===== src/sv/ifef_pkg.sv =====
package ifef_pkg;

  // Number of flag registers when the top level is not told otherwise.
  localparam int unsigned DefNumFlagRegs = 8;

  // Byte offset of the first enable register and size of the register window.
  localparam logic [4:0] EnableOffset = 5'h0A;
  localparam logic [4:0] WindowSize   = 5'h14;

  // Item kinds.
  typedef enum logic [1:0] {
    CMD_READ  = 2'd0,
    CMD_WRITE = 2'd1,
    CMD_EDGE  = 2'd2,
    CMD_LEVEL = 2'd3
  } cmd_e;

  // One input item.
  typedef struct packed {
    cmd_e       cmd;
    logic [4:0] addr;
    logic [7:0] wdata;
    logic [5:0] line;
    logic       line_level;
  } ifef_in_t;

  // One result item.
  typedef struct packed {
    logic [7:0] rdata;
    logic       irq_pending;
  } ifef_out_t;

endpackage


===== src/sv/interrupt_flag_enable_fanin_core.sv =====
// Interrupt flag and enable register bank with pending output.
// Input channel: in_valid_i / in_stall_o carry one item (bus read, bus write,
// edge line event or level line event) per transfer in in_item_i.
// Output channel: out_valid_o / out_stall_i carry exactly one result per
// item in out_item_o: read data (zero for non-reads) and the pending flag
// as it stands after the item.
// An accepted item sits in the input register, where the register bank works
// it out and updates its state; the result is then held in the output
// register. One item is accepted in every cycle while the receiver does not
// stall; the input register and the output register set that figure.
// Reset clears all flags, held levels and enables and empties both stages.
// While the receiver stalls, the result stays in the output register, the
// next item waits in the input register, and in_stall_o rises only once
// both stages are full.
module interrupt_flag_enable_fanin_core import ifef_pkg::*; #(
  parameter int unsigned NUM_FLAG_REGS = DefNumFlagRegs
) (
  input  logic      clk_i,
  input  logic      rst_ni,
  input  logic      in_valid_i,
  output logic      in_stall_o,
  input  ifef_in_t  in_item_i,
  output logic      out_valid_o,
  input  logic      out_stall_i,
  output ifef_out_t out_item_o
);

  logic      s1_valid_q;
  logic      s1_valid_d;
  ifef_in_t  s1_item_q;
  logic      out_valid_q;
  logic      out_valid_d;
  ifef_out_t out_item_q;
  ifef_out_t res;
  logic      s1_adv;
  logic      s1_fire;
  logic      in_xfer;

  // Handshake control of the two stages.
  assign s1_adv      = ~out_valid_q | ~out_stall_i;
  assign s1_fire     = s1_valid_q & s1_adv;
  assign in_stall_o  = s1_valid_q & ~s1_adv;
  assign in_xfer     = in_valid_i & ~in_stall_o;
  assign s1_valid_d  = in_xfer | (s1_valid_q & ~s1_fire);
  assign out_valid_d = s1_fire | (out_valid_q & out_stall_i);

  // Input register.
  always_ff @(posedge clk_i or negedge rst_ni) begin
    if (!rst_ni) begin
      s1_valid_q <= 1'b0;
    end else begin
      s1_valid_q <= s1_valid_d;
    end
  end

  always_ff @(posedge clk_i) begin
    if (in_xfer) begin
      s1_item_q <= in_item_i;
    end
  end

  // Flag, held-level and enable state with its update logic.
  ifef_regbank #(
    .NUM_FLAG_REGS(NUM_FLAG_REGS)
  ) u_regbank (
    .clk_i  (clk_i),
    .rst_ni (rst_ni),
    .go_i   (s1_fire),
    .item_i (s1_item_q),
    .res_o  (res)
  );

  // Result register.
  always_ff @(posedge clk_i or negedge rst_ni) begin
    if (!rst_ni) begin
      out_valid_q <= 1'b0;
    end else begin
      out_valid_q <= out_valid_d;
    end
  end

  always_ff @(posedge clk_i) begin
    if (s1_fire) begin
      out_item_q <= res;
    end
  end

  assign out_valid_o = out_valid_q;
  assign out_item_o  = out_item_q;

  // The input side is only held off while an item waits in the input register.
  a_stall_needs_item: assert property (@(posedge clk_i) disable iff (!rst_ni)
    in_stall_o |-> s1_valid_q)
    else $error("input stalled with an empty input register");

  // An item that leaves the input register always appears as a result.
  a_fire_gives_result: assert property (@(posedge clk_i) disable iff (!rst_ni)
    s1_fire |=> out_valid_q)
    else $error("completed item produced no result");

  // An item that is accepted always lands in the input register.
  a_xfer_fills_stage: assert property (@(posedge clk_i) disable iff (!rst_ni)
    in_xfer |=> s1_valid_q)
    else $error("accepted item lost before the input register");

endmodule


===== src/sv/ifef_regbank.sv =====
module ifef_regbank import ifef_pkg::*; #(
  parameter int unsigned NUM_FLAG_REGS = DefNumFlagRegs
) (
  input  logic      clk_i,
  input  logic      rst_ni,
  input  logic      go_i,
  input  ifef_in_t  item_i,
  output ifef_out_t res_o
);

  logic [7:0] latched_q [NUM_FLAG_REGS];
  logic [7:0] latched_d [NUM_FLAG_REGS];
  logic [7:0] held_q    [NUM_FLAG_REGS];
  logic [7:0] held_d    [NUM_FLAG_REGS];
  logic [7:0] en_q      [NUM_FLAG_REGS];
  logic [7:0] en_d      [NUM_FLAG_REGS];
  logic [7:0] rd_part   [NUM_FLAG_REGS];
  logic [NUM_FLAG_REGS-1:0] pend_part;

  logic [7:0] line_bit;

  // Decode the bit within a flag register that a line event addresses.
  assign line_bit = 8'(1) << item_i.line[2:0];

  for (genvar r = 0; r < NUM_FLAG_REGS; r++) begin : g_reg
    logic flag_hit;
    logic en_hit;
    logic line_hit;

    assign flag_hit = (item_i.addr == 5'(r));
    assign en_hit   = (item_i.addr == EnableOffset + 5'(r)) && (item_i.addr < WindowSize);
    assign line_hit = (item_i.line[5:3] == 3'(r));

    // Next state of this register's flags and enables for the current item.
    always_comb begin
      latched_d[r] = latched_q[r];
      held_d[r]    = held_q[r];
      en_d[r]      = en_q[r];
      rd_part[r]   = 8'h00;
      unique case (item_i.cmd)
        CMD_READ: begin
          if (flag_hit) begin
            rd_part[r] = latched_q[r] | held_q[r];
          end else if (en_hit) begin
            rd_part[r] = en_q[r];
          end
        end
        CMD_WRITE: begin
          if (flag_hit) begin
            latched_d[r] = item_i.wdata & ~held_q[r];
          end else if (en_hit) begin
            en_d[r] = item_i.wdata;
          end
        end
        CMD_EDGE: begin
          if (line_hit && item_i.line_level) begin
            latched_d[r] = latched_q[r] | line_bit;
          end
        end
        CMD_LEVEL: begin
          if (line_hit) begin
            if (item_i.line_level) begin
              held_d[r] = held_q[r] | line_bit;
            end else begin
              held_d[r] = held_q[r] & ~line_bit;
            end
          end
        end
        default: ;
      endcase
    end

    // A register asks for service when any enabled flag is set after the item.
    assign pend_part[r] = |((latched_d[r] | held_d[r]) & en_d[r]);

    // State registers change only when the item completes.
    always_ff @(posedge clk_i or negedge rst_ni) begin
      if (!rst_ni) begin
        latched_q[r] <= 8'h00;
        held_q[r]    <= 8'h00;
        en_q[r]      <= 8'h00;
      end else if (go_i) begin
        latched_q[r] <= latched_d[r];
        held_q[r]    <= held_d[r];
        en_q[r]      <= en_d[r];
      end
    end
  end

  // At most one register matches a read, so the read data is an OR of the parts.
  always_comb begin
    res_o.rdata = 8'h00;
    for (int unsigned r = 0; r < NUM_FLAG_REGS; r++) begin
      res_o.rdata = res_o.rdata | rd_part[r];
    end
    res_o.irq_pending = |pend_part;
  end

endmodule


===== config.mk =====
export PLATFORM = sky130hd
export DESIGN_NAME = interrupt_flag_enable_fanin_core
export DESIGN_NICKNAME = d
export VERILOG_FILES = /design/src/sv/ifef_pkg.sv /design/src/sv/interrupt_flag_enable_fanin_core.sv /design/src/sv/ifef_regbank.sv
export SDC_FILE = /design/constraint.sdc
export NUM_CORES = 1
export LEC_CHECK = 0
export BUFFER_PORTS_ARGS = -buffer_cell sky130_fd_sc_hd__buf_2
export CORE_MARGIN = 1.5
export CORE_UTILIZATION = 50
export DETAILED_ROUTE_END_ITERATION = 16
export PLACE_DENSITY = 0.75
export SYNTH_ARGS = -nofsm -noshare
export SYNTH_HDL_FRONTEND = slang
export SYNTH_SLANG_ARGS = --single-unit

===== constraint.sdc =====
create_clock -name clk_i -period 3.6 [get_ports clk_i]
set_clock_uncertainty 0.15 [all_clocks]
set_input_delay 0.36 -clock clk_i [delete_from_list [all_inputs] [get_ports clk_i]]
set_output_delay 0.36 -clock clk_i [all_outputs]
set_load 0.03 [all_outputs]

# Word level (Yosys, flattened, before mapping)
# Index checks and enable logic that the tools add are counted.
[classes]
n_reduce_logical = 20
n_eq_ne = 25
n_mux = 96
magnitude_cmp = 1
shift = 1
bitwise_logic = 85
[op_table]
columns = ["op", "n"]
rows = [
  ["$mux 8", 88],
  ["$or 8x8->8", 39],
  ["$and 8x8->8", 24],
  ["$pmux 8 s2", 8],
  ["$not 8->8", 9],
  ["$reduce_or 64->1", 1],
  ["$eq 5x4->1 const B", 6],
  ["$eq 5x3->1 const B", 4],
  ["$logic_and 1x1->1", 16],
  ["$eq 3x3->1 const B", 4],
  ["$eq 5x2->1 const B", 2],
  ["$eq 5x5->1 const B", 2],
  ["$shl 1x3->8 const A", 1],
  ["$eq 3x2->1 const B", 2],
  ["$and 1x1->1", 5],
  ["$eq 5x1->1 const B", 1],
  ["$logic_not 5->1", 1],
  ["$lt 5x5->1 const B", 1],
  ["$not 1->1", 5],
  ["$eq 2x2->1 const B", 2],
  ["$eq 3x1->1 const B", 1],
  ["$logic_not 3->1", 1],
  ["$or 1x1->1", 3],
  ["$eq 2x1->1 const B", 1],
  ["$logic_not 2->1", 1],
]
[word_totals]
reg_bits = 225
word_cells = 261
out_inout_bits = 11

# Depth between registers and ports, before layout
# Gate-level depths: netlist (run 1).
[logic_depth]
depth_word = 12
ltp_mapped = 12
mapped_depth_nobuf = 10

# Hierarchy
# Synthesis (run 1) repeated with hierarchy kept, for this count alone.
[unflattened]
cells_unflattened = 1474
hier_area_um2 = 13690.6
[by_module_without_submodules]
columns = ["module", "area_each_um2", "n_inst", "seq_area_each_um2", "cells_each"]
rows = [
  ["ifef_regbank", 12667.1, 1, 4804.6, 1435],
  ["interrupt_flag_enable_fanin_core", 1023.5, 1, 980.9, 39],
]

# Worst setup path before layout (run 1)
# OpenSTA, ideal clock, no wires.
[synth_path]
path_kind = "register to register"
startpoint = "register s1_item_q[21] (netlist bit)"
endpoint = "register out_item_q (netlist bit out_item_o[0]), data pin"
slack_ns = 0.126
setup_time_ns = 0.273
arrival_ns = 3.052
n_path_buf = 1
period_less_slack_ns = 3.474
path_stages_with_launch = 12
cell_sequence = "edfxtp_1 inv_1 ha_1 clkbuf_1 nand4b_1 nor2_1 mux2i_1 a31oi_1 a2111o_1 or4_1 nor4_1 nand4_1"
[synth_rtl]
columns = ["item", "line", "text"]
rows = [
  ["from (decl)", "interrupt_flag_enable_fanin_core.sv:30", "ifef_in_t s1_item_q;"],
  ["from (signal assigned)", "interrupt_flag_enable_fanin_core.sv:58", "s1_item_q <= in_item_i;"],
  ["to (signal assigned)", "interrupt_flag_enable_fanin_core.sv:84", "out_item_q <= res;"],
  ["to (decl)", "interrupt_flag_enable_fanin_core.sv:33", "ifef_out_t out_item_q;"],
]

==> results_dict.tcl, run 1 <==
set metrics [dict create \
    final_cell_area_mm2 0.0159 \
    drive_above_1_share_pct 22.1 \
    ys.flop_type "dfrtp_1" \
    wl_um 65800 \
    wire_per_inst_um 33.8 \
    ys_seq_area_share_pct 44.2 \
    arrival_ns 3.67 \
    clkTransAtPathRegs_ns 0.06 \
    vias 13941 \
    fp.coreArea_mm2 0.0258 \
    p_comb_share_pct 15.4 \
    cts_sinks 225 \
    grt_use_total_pct 48.8 \
    drt_pass1_iterations 8 \
    tns_ns 0 \
    htree_levels 1 \
    switchingPower_mw 1.98 \
    syn_avg_cell_area_um2 9.22 \
    clockRootBuffer "clkbuf_16" \
    rsz0062_at_grt "no" \
    critPathCaptureType "register" \
    syn-cell-area_mm2 0.0131 \
    r2r_cells 8 \
    grt_start_max_net_pins 74 \
    postPlaceCellArea_mm2 0.0147 \
    synth_edf_count 31 \
    path_class "reg2reg" \
    sw_frac_of_total_pct 30.5 \
    irDropWorstVdd_v 0.000506 \
    die_area_mm2 0.0271 \
    seq_power_share_pct 45.0 \
    pre_cts_slack_ns -0.0194 \
    p_int_mw 4.50 \
    pwr-share-clk_pct 39.6 \
    synth_seq_cells 225 \
    setup_viol 0 \
    place_congestion 1.12 \
    slew_violations 0 \
    via_per_inst 7.15 \
    place_hpwl_um 49700 \
    fin_nets 1623 \
    path_max_fanout 8 \
    required_ns 3.73 \
    grt_antenna_before_repair 4 \
    yosysWarnings 0 \
    drv_cap 0 \
    clk_latency_ns 0.55 \
    cts_buffer_depth 3 \
    area_delta_synth_final_pct 21.3 \
    fin_crit_ns 3.54 \
    initial_core_util_pct 50.6 \
    ant_nets 0 \
    grt_pass1_wl_um 92600 \
    drt_iter0_drc 2401 \
    relSlewSlack_pct 26.0 \
    setup_ws_ns 0.0605 \
    cts_tree "yes" \
    cts_buffers 26 \
    synth_nets 1449 \
    final_common_cell "o21ai_0" \
    gr-total-overflow 0 \
    drc 0 \
    period_share_pct 98.3 \
    port_buffers 36 \
    hold_class "in2async" \
    synthCells 1419 \
    std_cell_rows 59 \
    start_kind "register" \
    boundaryPins 37 \
    die_height_um 165 \
    final_util_pct 61.4 \
    power.static_leakage_nw 6.45 \
    layout_common_cells "o21ai_0 (297), dfrtp_1 (194), nand2_1 (193), buf_4 (168), mux2_2 (76)" \
    worstMarginPinSlew_ns 1.10 \
    hold_viol_final 0 \
    outcome "complete, no violations" \
    fmax_ghz 0.283 \
    async_flop_share_pct 86.2 \
    power_density_mw_per_mm2 409 \
    ys_types 66 \
    fp.dieW_um 165 \
    grt_pass1_vias 13031 \
]
==> synth_stat cells (8+ instances only) <==
library cell	count	area, um2
a211oi_1	16	120
a21oi_1	32	160
a221oi_1	8	70.1
a22o_1	22	193
a22oi_1	13	97.6
a31oi_1	20	125
a41oi_1	11	96.3
and2_1	8	50.1
clkbuf_1	80	300
dfrtp_1	194	4850
edfxtp_1	31	931
inv_1	20	75.1
mux2_2	76	856
mux2i_1	62	621
nand2_1	194	728
nand2b_1	9	56.3
nand3_1	35	175
nand4_1	30	188
nor2_1	44	165
nor2b_1	14	87.6
nor3_1	16	80.1
o2111ai_1	10	87.6
o21ai_0	297	1490
o31a_1	12	105
o32a_1	34	340
o32ai_1	24	210
==> registers in the layout, indices dropped and copies added, names as in the netlist <==
signal	count
out_item_o	9
u_regbank.held_q	64
s1_item_q	22
s1_valid_q	1
u_regbank.en_q	64
u_regbank.latched_q	64
out_valid_o	1
==> critical path: stages (launching register included) <==
cell	delay (ns)
edfxtp_1	0.54
nor2b_1	0.52
and3_1	0.27
nand2_1	0.25
mux2i_1	0.47
a21oi_1	0.09
or4_1	0.64
nor4_2	0.23
nand4_1	0.12
==> area by class of cell <==
cell class	instances	area [um2]
Clock inverter	18	120
Timing Repair Buffer	237	1850
Inverter	21	78.8
Clock buffer	30	687
Multi-Input combinational cell	1082	6920
Fill cell	2222	9970
Antenna cell	1	2.50
Sequential cell	225	5790
Tap cell	335	419
==> power by group through the flow <==
stage,logic [mW],clock network [mW],registers [mW]
after floorplan,0.449,0,2.87
after global placement,0.911,0,2.94
after detailed placement,0.918,0,2.94
after CTS,0.946,2.57,2.90
after global routing,1.03,2.66,2.92
final,0.997,2.57,2.92
==> path summary, 6_finish.rpt <==
path                                      endpoint                    start  slack [ns]
setup / recovery                     out_item_o[0]            s1_item_q[15]        0.06
hold / removal             u_regbank.latched_q[53]                   rst_ni        0.24
setup reg to reg                     out_item_o[0]            s1_item_q[15]        0.06
hold reg to reg            u_regbank.latched_q[40]  u_regbank.latched_q[40]        0.35
max in group asynchronous  u_regbank.latched_q[28]                   rst_ni        2.18
min in group clk_i         u_regbank.latched_q[40]  u_regbank.latched_q[40]        0.35
==> cells by family after synthesis <==
| logic type | Yosys count | synth area share, % |
|---|---|---|
| muxes | 138 | 11.3 |
| AOI/OAI and AO/OA | 531 | 25.6 |
| and+or+nand+nor | 409 | 15.1 |
| DFF | 225 | 44.2 |
| adders and majority gates | 4 | 0.383 |
| buffers and inverters | 112 | 3.37 |
==> stage by stage <==
step / hold slack, ns / total power, mW / cells
floorplan: -0.0856 / 3.32 / 1419
global placement: 0.272 / 3.85 / 1872
detailed placement: 0.275 / 3.86 / 1872
CTS: 0.281 / 6.41 / 1946
global route: 0.320 / 6.61 / 1948
finish: 0.244 / 6.48 / 1949
==> layer usage <==
metal	share of wire [%]	track usage, %
met1	36	60.7
met2	41	68.7
met3	13	17.3
met4	9.6	37.5
met5	0.014	0.189
==> what timing repair did <==
action,in CTS,in global routing
hold buffers,26,0
endpoints found under the setup margin,1,1
buffers inserted,0,2
hold endpoints to repair,95,0
resized for setup,3,13
pin swaps,1,3
Power figures use the tool's default switching activity.
==> run 2: changes to the inputs <==
Settings changed: BUFFER_PORTS_ARGS -buffer_cell sky130_fd_sc_hd__buf_2 to default, DONT_BUFFER_PORTS from default to 1, PLACE_DENSITY 0.75 to 0.74.
==> run 2 against run 1 <==
  * The flow now finishes with violations (negative hold slack)
  * Global-route usage increased by 0.19 points
  * Sequential share of layout area increased by 0.23 points
  * Critical path depth increased by 3
  * Sequential power about the same
  * Sequential cell count unchanged
  * First-iteration DRC count decreased by 11%
  * Total power increased by 6.5%
  * Fmax increased by 1.1%
  * Via count decreased by 0.32%
  * Setup slack improved by 0.040 ns
  * Combinational power decreased by 11%
  * Clock power increased by 19%
  * Critical path type unchanged
  * Critical endpoint unchanged
  * Highest routed layer unchanged
==> results_dict.tcl, run 2 (synthesis gave the netlist of run 1 again) <==
set metrics [dict create \
    cpMostUsedCell "buf_4" \
    postCtsHoldBufs 25 \
    hold_viol_final 194 \
    grt_antenna_before_repair 1 \
    violations "negative hold slack" \
    clk_latency_ns 0.56 \
    relSlewSlack_pct 18.5 \
    final_util_pct 61.0 \
    path_max_fanout 8 \
    power.static_leakage_nw 6.37 \
    ant_nets 0 \
    grt_pass1_vias 13285 \
    via_per_inst 7.27 \
    port_buffers 0 \
    drc 0 \
    power_density_mw_per_mm2 438 \
    crit_chain "inv_1 -> ha_1 -> nor2b_1 -> buf_4 -> o21ai_0 -> buf_4 -> a211oi_1 -> o32a_1 -> o221ai_1 -> nor4_1 -> nand4_1" \
    dp.cells 1839 \
    critPathTopFamily "compound AO/OA/AOI/OAI gates" \
    worstMarginPinSlew_ns 1.21 \
    drive_above_1_share_pct 20.5 \
    fin_cells 1912 \
    clkTransAtPathRegs_ns 0.06 \
    postCtsSetupBuffers 0 \
    drv_cap 0 \
    gr-total-overflow 0 \
    place_congestion 1.10 \
    htree_levels 1 \
    path_class "reg2reg" \
    arrival_ns 3.64 \
    rrSetupSlack_ns 0.10 \
    cp.depth 11 \
    final_cell_area_mm2 0.0158 \
    fmax_ghz 0.286 \
    postPlaceCellArea_mm2 0.0145 \
    rr_endpoint "out_item_o[0]" \
    std_cell_rows 59 \
    fin_crit_ns 3.50 \
    wire_per_inst_um 34.4 \
    area_delta_synth_final_pct 20.5 \
    fill_cells 2241 \
    cp_slowest_stage_delay_ns 0.42 \
    outcome "finished, violations left" \
    cts_buffers 26 \
    grt_pass1_wl_um 93300 \
    cts_sinks 225 \
    slew_violations 0 \
    clockRootBuffer "clkbuf_16" \
    wl_um 65700 \
    rsz0062_at_grt "no" \
    worstSetupEndpoint "out_item_o[0]" \
    layout_common_cells "o21ai_0 (296), dfrtp_1 (194), nand2_1 (193), buf_4 (174), mux2_2 (76)" \
    reg_top3 "u_regbank.en_q: 64 flops, u_regbank.held_q: 64 flops, u_regbank.latched_q: 64 flops" \
    required_ns 3.74 \
    cp-startpoint "s1_item_q[21]" \
    cts_tree "yes" \
    period_share_pct 97.2 \
    r2r_cells 11 \
    cts_buffer_depth 3 \
    place_hpwl_um 49700 \
    drt_iter0_drc 2135 \
    register_area_mm2 0.00579 \
    grt_use_total_pct 49.0 \
    drt_pass1_iterations 7 \
    die_area_mm2 0.0271 \
    crit_slowest_cell "ha_1" \
    vias 13896 \
    multi_input_area_mm2 0.00690 \
    die_height_um 165 \
    start_kind "register" \
    crit_buf_inv 3 \
    boundaryPins 37 \
    final_common_cell "o21ai_0" \
    setup_viol 0 \
    diodes 0 \
    irDropWorstVdd_v 0.000610 \
    hold_class "in2async" \
    grt_start_max_net_pins 195 \
    fp.coreArea_mm2 0.0258 \
    fp.dieW_um 165 \
    hold_slack_ns -0.651 \
    tns_ns 0 \
    initial_core_util_pct 50.6 \
    critPathCaptureType "register" \
    r2r_start "s1_item_q[21]" \
    fin_nets 1587 \
]
[run 2: cell count changes in the layout (fill, tap and decap cells not counted), moves of 2 or more]
cell,delta
buf_4,+6
buf_2,-35
nor2b_2,-3
bufinv_16,+6
clkbuf_8,+2
nor2b_1,+3
buf_12,-5
nor4_1,+2
clkinv_1,-6
nor4_2,-2
[run 2: where the power goes]
part           internal (mW)  switching (mW)
clock                   1.89            1.17
combinational          0.314           0.577
sequential              2.73           0.215
[run 2: per-stage QoR]
step / hold slack (ns) / power, mW / setup slack [ns]
5_1_grt: -0.662 / 7.02 / 0.00137
2_1_floorplan: -0.0856 / 3.32 / 0.126
6_report: -0.651 / 6.90 / 0.100
3_3_place_gp: -0.0818 / 3.78 / 0.0167
3_5_place_dp: -0.0808 / 3.79 / 0.0134
4_1_cts: -0.660 / 6.84 / 0.0266
[run 2: timing repair]
action	4_1_cts	5_1_grt
gates resized for setup	0	11
endpoints found under the hold margin	218	194
setup endpoints to repair	0	1
[run 2: worst min path at each step]
stage / from / end / cells after the start
finish: rst_ni / u_regbank.held_q[37] / 0
global route: rst_ni / u_regbank.latched_q[49] / 0
CTS: rst_ni / u_regbank.latched_q[49] / 0
detailed placement: rst_ni / u_regbank.held_q[37] / 0
global placement: rst_ni / u_regbank.held_q[37] / 0
floorplan: rst_ni / out_valid_o / 0
[run 2: layer usage]
metal	share of wire [%]	GRT usage [%]	routed length (um)	vias up
li1	-	-	-	5682
met1	36	60.5	23700	6696
met2	43	73.1	27900	1202
met3	13	15.4	8260	314
met4	8.8	33.2	5800	2
met5	0.023	0	15	-
[run 2: area by class of cell]
class	instances	share of cell area (%)
multi-input combinational	1082	43.8
sequential	225	36.7
timing repair buffer	201	10.1
clock buffer	31	4.44
tap	335	2.66
clock inverter	17	1.79
inverter	21	0.500
